[src/design/tlpg_pkg.sv]
package tlpg_pkg;

	localparam int SCREEN_WIDTH  = 800;
	localparam int SCREEN_HEIGHT = 480;
	localparam int NUM_LAYERS    = 8;

	localparam int COORD_W = 12;
	localparam int SPAN_W  = 12;
	localparam int ERR_W   = 14;
	localparam int HALF_W  = 5;
	localparam int BRUSH_W = 6;
	localparam int THICK_W = 6;
	localparam int COLOR_W = 32;
	localparam int LAYER_W = 3;
	localparam int ADDR_W  = 19;
	localparam int PIX_W   = COORD_W + 1;
	localparam int SCR_W   = 11;
	localparam int PROD_W  = 22;
	localparam int QDEPTH  = 2;

	typedef enum logic {
		CMD_START = 1'b0,
		CMD_STEP  = 1'b1
	} cmd_t;

	typedef struct packed {
		logic                      is_start;
		logic signed [COORD_W-1:0] pos_x;
		logic signed [COORD_W-1:0] pos_y;
		logic signed [COORD_W-1:0] goal_x;
		logic signed [COORD_W-1:0] goal_y;
		logic [SPAN_W-1:0]         span_x;
		logic [SPAN_W-1:0]         span_y;
		logic                      dir_x_neg;
		logic                      dir_y_neg;
		logic signed [ERR_W-1:0]   err;
		logic [HALF_W-1:0]         half;
		logic [COLOR_W-1:0]        color;
		logic [LAYER_W-1:0]        layer;
	} entry_t;

endpackage

[src/design/tlpg_front.sv]
module tlpg_front
	import tlpg_pkg::*;
(
	input  logic                      cmd,
	input  logic signed [COORD_W-1:0] start_x,
	input  logic signed [COORD_W-1:0] start_y,
	input  logic signed [COORD_W-1:0] end_x,
	input  logic signed [COORD_W-1:0] end_y,
	input  logic [THICK_W-1:0]        thickness,
	input  logic [COLOR_W-1:0]        draw_color,
	input  logic [LAYER_W-1:0]        layer_sel,
	output entry_t                    entry
);

	logic signed [PIX_W-1:0] dx;
	logic signed [PIX_W-1:0] dy;
	logic [SPAN_W-1:0]       sx;
	logic [SPAN_W-1:0]       sy;

	always_comb begin
		dx = PIX_W'(end_x) - PIX_W'(start_x);
		dy = PIX_W'(end_y) - PIX_W'(start_y);
		sx = dx[PIX_W-1] ? SPAN_W'(-dx) : SPAN_W'(dx);
		sy = dy[PIX_W-1] ? SPAN_W'(-dy) : SPAN_W'(dy);

		entry.is_start  = (cmd_t'(cmd) == CMD_START);
		entry.pos_x     = start_x;
		entry.pos_y     = start_y;
		entry.goal_x    = end_x;
		entry.goal_y    = end_y;
		entry.span_x    = sx;
		entry.span_y    = sy;
		entry.dir_x_neg = !(start_x < end_x);
		entry.dir_y_neg = !(start_y < end_y);
		entry.err       = $signed(ERR_W'(sx)) - $signed(ERR_W'(sy));
		entry.half      = thickness[THICK_W-1:1];
		entry.color     = draw_color;
		entry.layer     = layer_sel;
	end

endmodule

[src/design/tlpg_queue.sv]
module tlpg_queue
	import tlpg_pkg::*;
(
	input  logic   clk,
	input  logic   arst_n,
	input  logic   push,
	input  entry_t push_entry,
	output logic   full,
	input  logic   pop,
	output logic   nonempty,
	output entry_t head
);

	entry_t     mem_q [QDEPTH];
	logic       wr_ptr_q;
	logic       rd_ptr_q;
	logic [1:0] count_q;

	assign full     = (count_q == 2'(QDEPTH));
	assign nonempty = (count_q != 2'd0);
	assign head     = mem_q[rd_ptr_q];

	always_ff @(posedge clk) begin
		if (push) begin
			mem_q[wr_ptr_q] <= push_entry;
		end
	end

	always_ff @(posedge clk or negedge arst_n) begin
		if (!arst_n) begin
			wr_ptr_q <= 1'b0;
			rd_ptr_q <= 1'b0;
			count_q  <= 2'd0;
		end else begin
			if (push) begin
				wr_ptr_q <= ~wr_ptr_q;
			end
			if (pop) begin
				rd_ptr_q <= ~rd_ptr_q;
			end
			count_q <= count_q + 2'(push) - 2'(pop);
		end
	end

endmodule

[src/design/tlpg_back.sv]
module tlpg_back
	import tlpg_pkg::*;
(
	input  logic               clk,
	input  logic               arst_n,
	input  logic               q_nonempty,
	input  entry_t             q_head,
	output logic               q_pop,
	output logic               out_valid,
	input  logic               out_stall,
	output logic               write_valid,
	output logic [ADDR_W-1:0]  pixel_addr,
	output logic [COLOR_W-1:0] pixel_color,
	output logic [LAYER_W-1:0] target_layer,
	output logic               last
);

	logic                      active_q;
	logic signed [COORD_W-1:0] point_x_q;
	logic signed [COORD_W-1:0] point_y_q;
	logic signed [COORD_W-1:0] goal_x_q;
	logic signed [COORD_W-1:0] goal_y_q;
	logic [SPAN_W-1:0]         span_x_q;
	logic [SPAN_W-1:0]         span_y_q;
	logic                      dir_x_neg_q;
	logic                      dir_y_neg_q;
	logic signed [ERR_W-1:0]   err_q;
	logic [HALF_W-1:0]         half_q;
	logic [BRUSH_W-1:0]        bi_q;
	logic [BRUSH_W-1:0]        bj_q;
	logic [COLOR_W-1:0]        color_q;
	logic [LAYER_W-1:0]        layer_q;

	logic                      out_valid_q;
	logic                      wv_q;
	logic [ADDR_W-1:0]         addr_q;
	logic [COLOR_W-1:0]        ocolor_q;
	logic [LAYER_W-1:0]        olayer_q;
	logic                      last_q;

	logic                      slot_free;
	logic                      emit;
	logic                      load;
	logic [BRUSH_W-1:0]        top;
	logic signed [PIX_W-1:0]   px;
	logic signed [PIX_W-1:0]   py;
	logic                      on;
	logic [PROD_W-1:0]         prod;
	logic                      at_goal;
	logic                      bj_end;
	logic                      bi_end;
	logic signed [ERR_W:0]     e2;
	logic                      mv_x;
	logic                      mv_y;
	logic signed [ERR_W-1:0]   err_next;

	assign slot_free = !out_valid_q || !out_stall;
	assign q_pop     = q_nonempty && slot_free;
	assign load      = q_pop && q_head.is_start;
	assign emit      = q_pop && !q_head.is_start && active_q;

	always_comb begin
		top = BRUSH_W'({half_q, 1'b0});
		px  = PIX_W'(point_x_q) + $signed(PIX_W'(bi_q)) - $signed(PIX_W'(half_q));
		py  = PIX_W'(point_y_q) + $signed(PIX_W'(bj_q)) - $signed(PIX_W'(half_q));
		on  = !px[PIX_W-1] && (px < $signed(PIX_W'(SCREEN_WIDTH)))
			&& !py[PIX_W-1] && (py < $signed(PIX_W'(SCREEN_HEIGHT)))
			&& ({1'b0, layer_q} < (LAYER_W + 1)'(NUM_LAYERS));
		prod = PROD_W'(py[SCR_W-1:0]) * PROD_W'(SCREEN_WIDTH) + PROD_W'(px[SCR_W-1:0]);
		at_goal = (point_x_q == goal_x_q) && (point_y_q == goal_y_q);
		bj_end  = (bj_q == top);
		bi_end  = (bi_q == top);
		e2   = {err_q, 1'b0};
		mv_x = e2 > -$signed((ERR_W + 1)'(span_y_q));
		mv_y = e2 < $signed((ERR_W + 1)'(span_x_q));
		err_next = err_q - (mv_x ? $signed(ERR_W'(span_y_q)) : '0)
			+ (mv_y ? $signed(ERR_W'(span_x_q)) : '0);
	end

	always_ff @(posedge clk or negedge arst_n) begin
		if (!arst_n) begin
			active_q    <= 1'b0;
			point_x_q   <= '0;
			point_y_q   <= '0;
			goal_x_q    <= '0;
			goal_y_q    <= '0;
			span_x_q    <= '0;
			span_y_q    <= '0;
			dir_x_neg_q <= 1'b0;
			dir_y_neg_q <= 1'b0;
			err_q       <= '0;
			half_q      <= '0;
			bi_q        <= '0;
			bj_q        <= '0;
			color_q     <= '0;
			layer_q     <= '0;
			out_valid_q <= 1'b0;
		end else begin
			if (load) begin
				active_q    <= 1'b1;
				point_x_q   <= q_head.pos_x;
				point_y_q   <= q_head.pos_y;
				goal_x_q    <= q_head.goal_x;
				goal_y_q    <= q_head.goal_y;
				span_x_q    <= q_head.span_x;
				span_y_q    <= q_head.span_y;
				dir_x_neg_q <= q_head.dir_x_neg;
				dir_y_neg_q <= q_head.dir_y_neg;
				err_q       <= q_head.err;
				half_q      <= q_head.half;
				bi_q        <= '0;
				bj_q        <= '0;
				color_q     <= q_head.color;
				layer_q     <= q_head.layer;
			end else if (emit) begin
				if (!bj_end) begin
					bj_q <= bj_q + 1'b1;
				end else begin
					bj_q <= '0;
					if (!bi_end) begin
						bi_q <= bi_q + 1'b1;
					end else begin
						bi_q <= '0;
						if (at_goal) begin
							active_q <= 1'b0;
						end else begin
							err_q <= err_next;
							if (mv_x) begin
								point_x_q <= dir_x_neg_q ? point_x_q - 1'b1 : point_x_q + 1'b1;
							end
							if (mv_y) begin
								point_y_q <= dir_y_neg_q ? point_y_q - 1'b1 : point_y_q + 1'b1;
							end
						end
					end
				end
			end
			if (emit) begin
				out_valid_q <= 1'b1;
			end else if (!out_stall) begin
				out_valid_q <= 1'b0;
			end
		end
	end

	always_ff @(posedge clk) begin
		if (emit) begin
			wv_q     <= on;
			addr_q   <= on ? prod[ADDR_W-1:0] : '0;
			ocolor_q <= color_q;
			olayer_q <= layer_q;
			last_q   <= at_goal && bi_end && bj_end;
		end
	end

	assign out_valid    = out_valid_q;
	assign write_valid  = wv_q;
	assign pixel_addr   = addr_q;
	assign pixel_color  = ocolor_q;
	assign target_layer = olayer_q;
	assign last         = last_q;

endmodule

[src/design/thick_line_pixel_generator_top.sv]
// Thick line pixel generator. A start word (cmd 0) loads the endpoints, brush
// thickness, color and layer and yields no output; each step word (cmd 1) then
// yields one brush pixel, a (2h+1) x (2h+1) square per line point with
// h = thickness/2, until the word with last set; steps while idle are dropped.
// One pixel leaves per clock while out_stall is low and step words are waiting;
// each step word passes through the two-word command queue and the output
// register. A start word abandons any line in progress. Off-screen pixels
// come out with write_valid low and pixel_addr zero.
module thick_line_pixel_generator_top
	import tlpg_pkg::*;
(
	input  logic                      clk,
	input  logic                      arst_n,
	input  logic                      in_valid,
	output logic                      in_stall,
	input  logic                      cmd,
	input  logic signed [COORD_W-1:0] start_x,
	input  logic signed [COORD_W-1:0] start_y,
	input  logic signed [COORD_W-1:0] end_x,
	input  logic signed [COORD_W-1:0] end_y,
	input  logic [THICK_W-1:0]        thickness,
	input  logic [COLOR_W-1:0]        draw_color,
	input  logic [LAYER_W-1:0]        layer_sel,
	output logic                      out_valid,
	input  logic                      out_stall,
	output logic                      write_valid,
	output logic [ADDR_W-1:0]         pixel_addr,
	output logic [COLOR_W-1:0]        pixel_color,
	output logic [LAYER_W-1:0]        target_layer,
	output logic                      last
);

	entry_t entry;
	entry_t head;
	logic   full;
	logic   nonempty;
	logic   pop;

	assign in_stall = full;

	tlpg_front u_front (
		.cmd        (cmd),
		.start_x    (start_x),
		.start_y    (start_y),
		.end_x      (end_x),
		.end_y      (end_y),
		.thickness  (thickness),
		.draw_color (draw_color),
		.layer_sel  (layer_sel),
		.entry      (entry)
	);

	tlpg_queue u_queue (
		.clk        (clk),
		.arst_n     (arst_n),
		.push       (in_valid && !full),
		.push_entry (entry),
		.full       (full),
		.pop        (pop),
		.nonempty   (nonempty),
		.head       (head)
	);

	tlpg_back u_back (
		.clk          (clk),
		.arst_n       (arst_n),
		.q_nonempty   (nonempty),
		.q_head       (head),
		.q_pop        (pop),
		.out_valid    (out_valid),
		.out_stall    (out_stall),
		.write_valid  (write_valid),
		.pixel_addr   (pixel_addr),
		.pixel_color  (pixel_color),
		.target_layer (target_layer),
		.last         (last)
	);

endmodule

[config.mk]
export PLATFORM = sky130hd
export DESIGN_NAME = thick_line_pixel_generator_top
export DESIGN_NICKNAME = d
export VERILOG_FILES = /design/src/design/tlpg_pkg.sv /design/src/design/tlpg_front.sv /design/src/design/tlpg_queue.sv /design/src/design/tlpg_back.sv /design/src/design/thick_line_pixel_generator_top.sv
export SDC_FILE = /design/constraint.sdc
export NUM_CORES = 1
export LEC_CHECK = 0
export ABC_AREA = 1
export BUFFER_PORTS_ARGS = -buffer_cell sky130_fd_sc_hd__buf_4
export CAP_MARGIN = 20
export CORE_ASPECT_RATIO = 0.9
export CORE_MARGIN = 10
export CORE_UTILIZATION = 60
export CTS_CLUSTER_SIZE = 40
export DETAILED_ROUTE_END_ITERATION = 8
export PLACE_DENSITY = 0.79
export SLEW_MARGIN = 10
export SYNTH_ARGS = -nofsm -noshare
export SYNTH_HDL_FRONTEND = slang
export SYNTH_SLANG_ARGS = --single-unit
[constraint.sdc]
create_clock -name clk -period 13.9 [get_ports clk]
set_clock_uncertainty 0.05 [all_clocks]
set_input_delay 0 -clock clk [delete_from_list [all_inputs] [get_ports clk]]
set_output_delay 0 -clock clk [all_outputs]
set_load 0.03 [all_outputs]
# After elaboration in Yosys (flattened, before gate mapping)
# Memory sizes are Yosys's and may differ from the RTL's.
# Cells that the tools add are included.
# totals
reg_bits,202
ram_bits,258
inputBits,94
output_inout_bits,58
mem_bits_ro,0
latch_bits,0
memories,1
# classes
eq_ne,7
mul,1
n_div,0
n_mux,39
add_sub_neg,21
n_shift,0
n_lt_le_gt_ge,6
bitwise_logic,3
reduce_logical,32
# memory_table
name,depth,word_bits,rd,rd_clocked_by_memory_dff,wr,line_no,source
u_queue.mem_q,2,129,1,0,1,tlpg_queue.sv:14,entry_t mem_q [QDEPTH];
# op_table
cell,n
$mux W12,18
$mux W14,5
$mux W6,7
$sub A12 B12 Y13,3
$add A12 B7 Y13,2
$sub A13 B6 Y13,2
$add A12 B1 Y12 const B,2
$eq A12 B12 Y1,2
$lt A12 B12 Y1,2
$neg A12 Y12,2
$sub A12 B1 Y12 const B,2
$add A19 B11 Y19,1
$gt A15 B15 Y1,1
$lt A15 B13 Y1,1
$neg A12 Y15,1
$add A14 B14 Y14,1
$mul A11 B5 Y14 const B,1
$reduce_bool A2 Y1,7
$sub A14 B14 Y14,1
$lt A13 B10 Y1 const B,1
$lt A13 B11 Y1 const B,1
$add A6 B1 Y6 const B,2
$eq A6 B6 Y1,2
$logic_and A1 B1 Y1,11
other kinds (11),31

# Longest topological paths before layout
# logic_depth
word_depth,10
mapped_depth,34
mapped_depth_nobuf,33

# Hierarchy
# A second synthesis with hierarchy kept.
# hier_totals
hier_cells,3152
area_unflattened_um2,27776.6
# modules_own_cells
mod,cells_each,area_per_inst_um2,seq_area_each_um2,n_inst
tlpg_back,1884,14239.9,5235.0,1
tlpg_queue,699,10216.0,7847.5,1
tlpg_front,567,3310.7,0.0,1
thick_line_pixel_generator_top,2,10.0,0.0,1

# Least setup slack after synthesis
# No wires, ideal clock.
# synth_path
path_type,reg2reg
startpoint,reg u_queue.count_q[1]
endpoint,"mem u_queue.mem_q[0][0] (netlist name), enable pin"
arrival_ps,5971
synth_period_minus_slack_ps,6639
path_slack_ps,7261
stages_incl_launch_ff,4
setup_ps,617
t_required_ps,13233
cell_sequence,dfrtp_1 inv_1 o21ai_0 nor2_1
# synth_via
elab_chain_cells,5
# synth_rtl
item,line_no,source
"start, declared",tlpg_queue.sv:17,logic [1:0] count_q;
"start signal, assigned",tlpg_queue.sv:41,count_q <= count_q + 2'(push) - 2'(pop);
$eq A2 B2 Y1,tlpg_queue.sv:19,assign full = (count_q == 2'(QDEPTH));
$logic_not A1 Y1,thick_line_pixel_generator_top.sv:56,".push (in_valid && !full),"
$logic_and A1 B1 Y1,thick_line_pixel_generator_top.sv:56,
$mux W1,tlpg_queue.sv:24,if (push) begin
$mux W1 (not written as such),tlpg_queue.sv:25,mem_q[wr_ptr_q] <= push_entry;
"end, declared",tlpg_queue.sv:14,
# No other way between the ends.

# Worst setup path after layout
# layout_path
startpoint,reg u_back.span_y_q[0]
endpoint,reg u_back.err_q[5]
# layout_via
elab_chain_cells,10
# layout_rtl
item,line_no,source
"start, declared",tlpg_back.sv:24,logic [SPAN_W-1:0] span_y_q;
"start signal, assigned",tlpg_back.sv:106,span_y_q <= q_head.span_y;
$neg A12 Y15,tlpg_back.sv:74,mv_x = e2 > -$signed((ERR_W + 1)'(span_y_q));
$gt A15 B15 Y1,tlpg_back.sv:74,
$mux W12 *,tlpg_back.sv:76,err_next = err_q - (mv_x ? $signed(ERR_W'(span_y_q)) : '0)
$sub A14 B14 Y14 *,tlpg_back.sv:76,
$add A14 B14 Y14 *,tlpg_back.sv:77,+ (mv_y ? $signed(ERR_W'(span_x_q)) : '0);
$mux W14 *,tlpg_back.sv:124,if (at_goal) begin
$mux W14 *,tlpg_back.sv:120,if (!bi_end) begin
$mux W14 *,tlpg_back.sv:116,if (!bj_end) begin
$mux W14 *,tlpg_back.sv:115,end else if (emit) begin
$mux W14 *,tlpg_back.sv:99,if (load) begin
"end signal, assigned",tlpg_back.sv:109,err_q <= q_head.err;
"end signal, assigned",tlpg_back.sv:127,err_q <= err_next;
"end, declared",tlpg_back.sv:27,logic signed [ERR_W-1:0] err_q;
# Every way passes the cells marked *; elsewhere a longest branch is shown, timed or not. The select of a mux whose other input is x is not followed.
# A chain may end at the register's enable or synchronous reset.

==> metrics <==
WL/cell=18.65 um; largest net degree at the start of global routing=98; FMAX=0.1749 GHz; CTS Buf Count=46; Yosys top cell by area=edfxtp_1; ys async rst share=31.88%; Unique masters post-synth=43; R2R setup slack=8180 ps; flip-flop and latch count after synthesis=458; hold_ws=67.70 ps; Clk Latency, worst-skew pair=620 ps; IO Pins=152; Worst Hold Path Cells=2; cell count of the worst reg-to-reg path=26; number of global-route vias before repair=19.67k; Chip Height=214.7 um; DIE WIDTH=236.4 um; Worst Setup SP=u_back.span_y_q[0]; Mapped Cells=2,705; area grow syn2layout=16.36%; DR iter-0 viols=2,140; CP endpoint kind=register; First-pass DRT Iterations=6; gr ovfl total=0; CTS root buffer=clkbuf_16; DP Wirelength=44.33 mm; Fin Setup TNS=0 ps; fill count=2,921; Final setup viols=0; num rows=71; crit share post-route=41.14%; Post-Route WL=65.80 mm; Crit Path Class=reg -> reg; Synth top area share=37.06%; Post-CTS Setup Inserts=0; Vias=20.12k; Starting Density=60.55%; mean post-synth cell area=9.346 um^2; sequential area share after synthesis=51.51%; warning count from the yosys run=0; worst reg2reg path endpoint=u_back.err_q[5]; max-cap violation count=0; critical path arrival=6110 ps; hold_sp=layer_sel[1]; commonest cells in the synthesized netlist=nand2_1, inv_1, edfxtp_1; CTS tree=yes; Core ar.=41,750 um^2; top-count cell post-synth=nand2_1; Hold Fails Final Rpt=0; dominant cells by area after synthesis=edfxtp_1, dfrtp_1, nand2_1, ha_1, inv_1; clk slew on worst S/H paths=70 ps; Worst EP required=14,290 ps; Critical Path Fanout Max=13; Tmin final=5718 ps; placed insts=3,344; Setup crit start kind=register; Post-synth top flop=edfxtp_1; run status=complete, no violations; Total GRT Usage=25.33%; post-route cell area=29,420 um^2; fin cells=3,527; initial antenna violation count=3; clk buf depth=3; RD Place Congestion=0.9135; placed cell area=26,920 um^2; first-pass GRT wire length=104.3 mm; share of cells above drive strength 1=8.666%; Worst-Margin Slew=986.9 ps; RSZ-0062 raised after global routing=false; EDFF count, synth=312; Synth Net Count=3,005; clock sink count=458; origin of the critical flop-to-flop path=u_back.span_y_q[0]; Final nets=3,239; H-Tree Depth=2; Netlist Area Pre-Place=25,280 um^2; hold endpoint=u_queue.mem_q[1][1]; post-DR vias/cell=5.704; Slew HR=33.51%; die area=50,760 um^2; Min-Delay Path Class=in -> reg; fin. max-slew vios=0; Routed Antenna Nets=0; Port Buf Inserts=150; # DRC=0
## flip-flops by register name (all words and copies together), names as in the netlist, 2 cells and up
register             flops
u_back.span_x_q         12
u_back.layer_q           3
u_back.span_y_q         12
u_back.pixel_color      32
u_back.target_layer      3
u_back.half_q            5
u_back.goal_y_q         12
u_back.pixel_addr       19
u_back.goal_x_q         12
u_queue.count_q          2
u_back.point_x_q        12
u_back.color_q          32
u_back.bj_q              6
u_back.err_q            14
u_back.bi_q              6
u_back.point_y_q        12
u_queue.mem_q          256
## how the worst max path moves through the flow
stage | end | cells after the start
2_1_floorplan | u_queue.mem_q[0][0] | 3
3_3_place_gp | u_back.err_q[9] | 32
3_5_place_dp | u_back.err_q[9] | 29
4_1_cts | u_back.err_q[9] | 29
5_1_grt | u_back.err_q[9] | 32
6_report | u_back.err_q[5] | 26
## critical path, cell delays in order, from the launching register on
cell and delay, ps:
dfrtp_1 430, inv_1 130, ha_1 190, nand3_1 120
nor2_1 100, nand2_1 80, nor3_1 290, nand2_1 150
nor4_1 260, ha_1 320, a21oi_1 160, o21ai_0 100
nor2_1 160, nand2_1 70, nand2_1 50, nand3_1 390
nor2_1 380, fa_1 480, inv_1 70, ha_1 270
a21oi_1 140, nand2_1 120, a21boi_0 410, or2_2 200
a21oi_1 70, o21ai_0 220, o21ai_0 110
## metal layers
metal / track usage [%] / wire [um]
met5: 0 / 0
met4: 8.975 / 2108
met3: 3.775 / 4942
met2: 41.24 / 30990
met1: 34.04 / 27750
## timing repair
| item | 4_1_cts | 5_1_grt |
|---|---|---|
| hold buffers | 94 | 0 |
| hold endpoints to repair | 310 | 0 |
| resized for setup | 0 | 0 |
## cells in the final DEF (no fill, tap or decap), types with 23 or more instances in the layout
| master | synthesis | final |
|---|---|---|
| a31oi_1 | 105 | 105 |
| dlygate4sd3_1 | 0 | 93 |
| edfxtp_1 | 312 | 312 |
| nand2_1 | 673 | 673 |
| inv_1 | 337 | 335 |
| dfrtp_1 | 146 | 145 |
| fa_1 | 33 | 33 |
| ha_1 | 173 | 173 |
| clkbuf_16 | 0 | 46 |
| a21oi_1 | 117 | 117 |
| nand3_1 | 124 | 124 |
| xor2_1 | 70 | 70 |
| nand4_1 | 28 | 28 |
| xnor2_1 | 58 | 58 |
| nor3_1 | 23 | 23 |
| o21ai_0 | 74 | 74 |
| buf_4 | 0 | 163 |
| nor2_1 | 265 | 263 |
## cell type report
class,instances,area (um^2),area share (%)
Multi-Input combinational cell,1838,10710,36.40
Tap cell,547,684.4,2.327
Clock buffer,65,1252,4.258
Clock inverter,21,279.0,0.9485
Inverter,337,1267,4.309
Timing Repair Buffer,258,2193,7.456
Sequential cell,458,13030,44.28
Antenna cell,3,7.507,0.02552
## through the flow
step	utilization [%]	setup WS, ps
global placement	64.47	8398
CTS	70.44	8241
floorplan	-	7261
global route	70.46	7590
detailed placement	64.47	8272
finish	70.46	8182
## logic make-up after synthesis
| kind of cell | share of synthesized area [%] |
|---|---|
| adder cells (fa/ha/maj) | 11.18 |
| multiplexers | 0.03960 |
| AO/OA/AOI/OAI | 8.023 |
| XOR/XNOR | 4.435 |
| buffers and inverters | 6.216 |
| flip-flops | 51.51 |
| AND/OR/NAND/NOR | 18.60 |
Power is not shown: default switching activity piles up to over one toggle a cycle in this logic, so the estimate is an artifact.
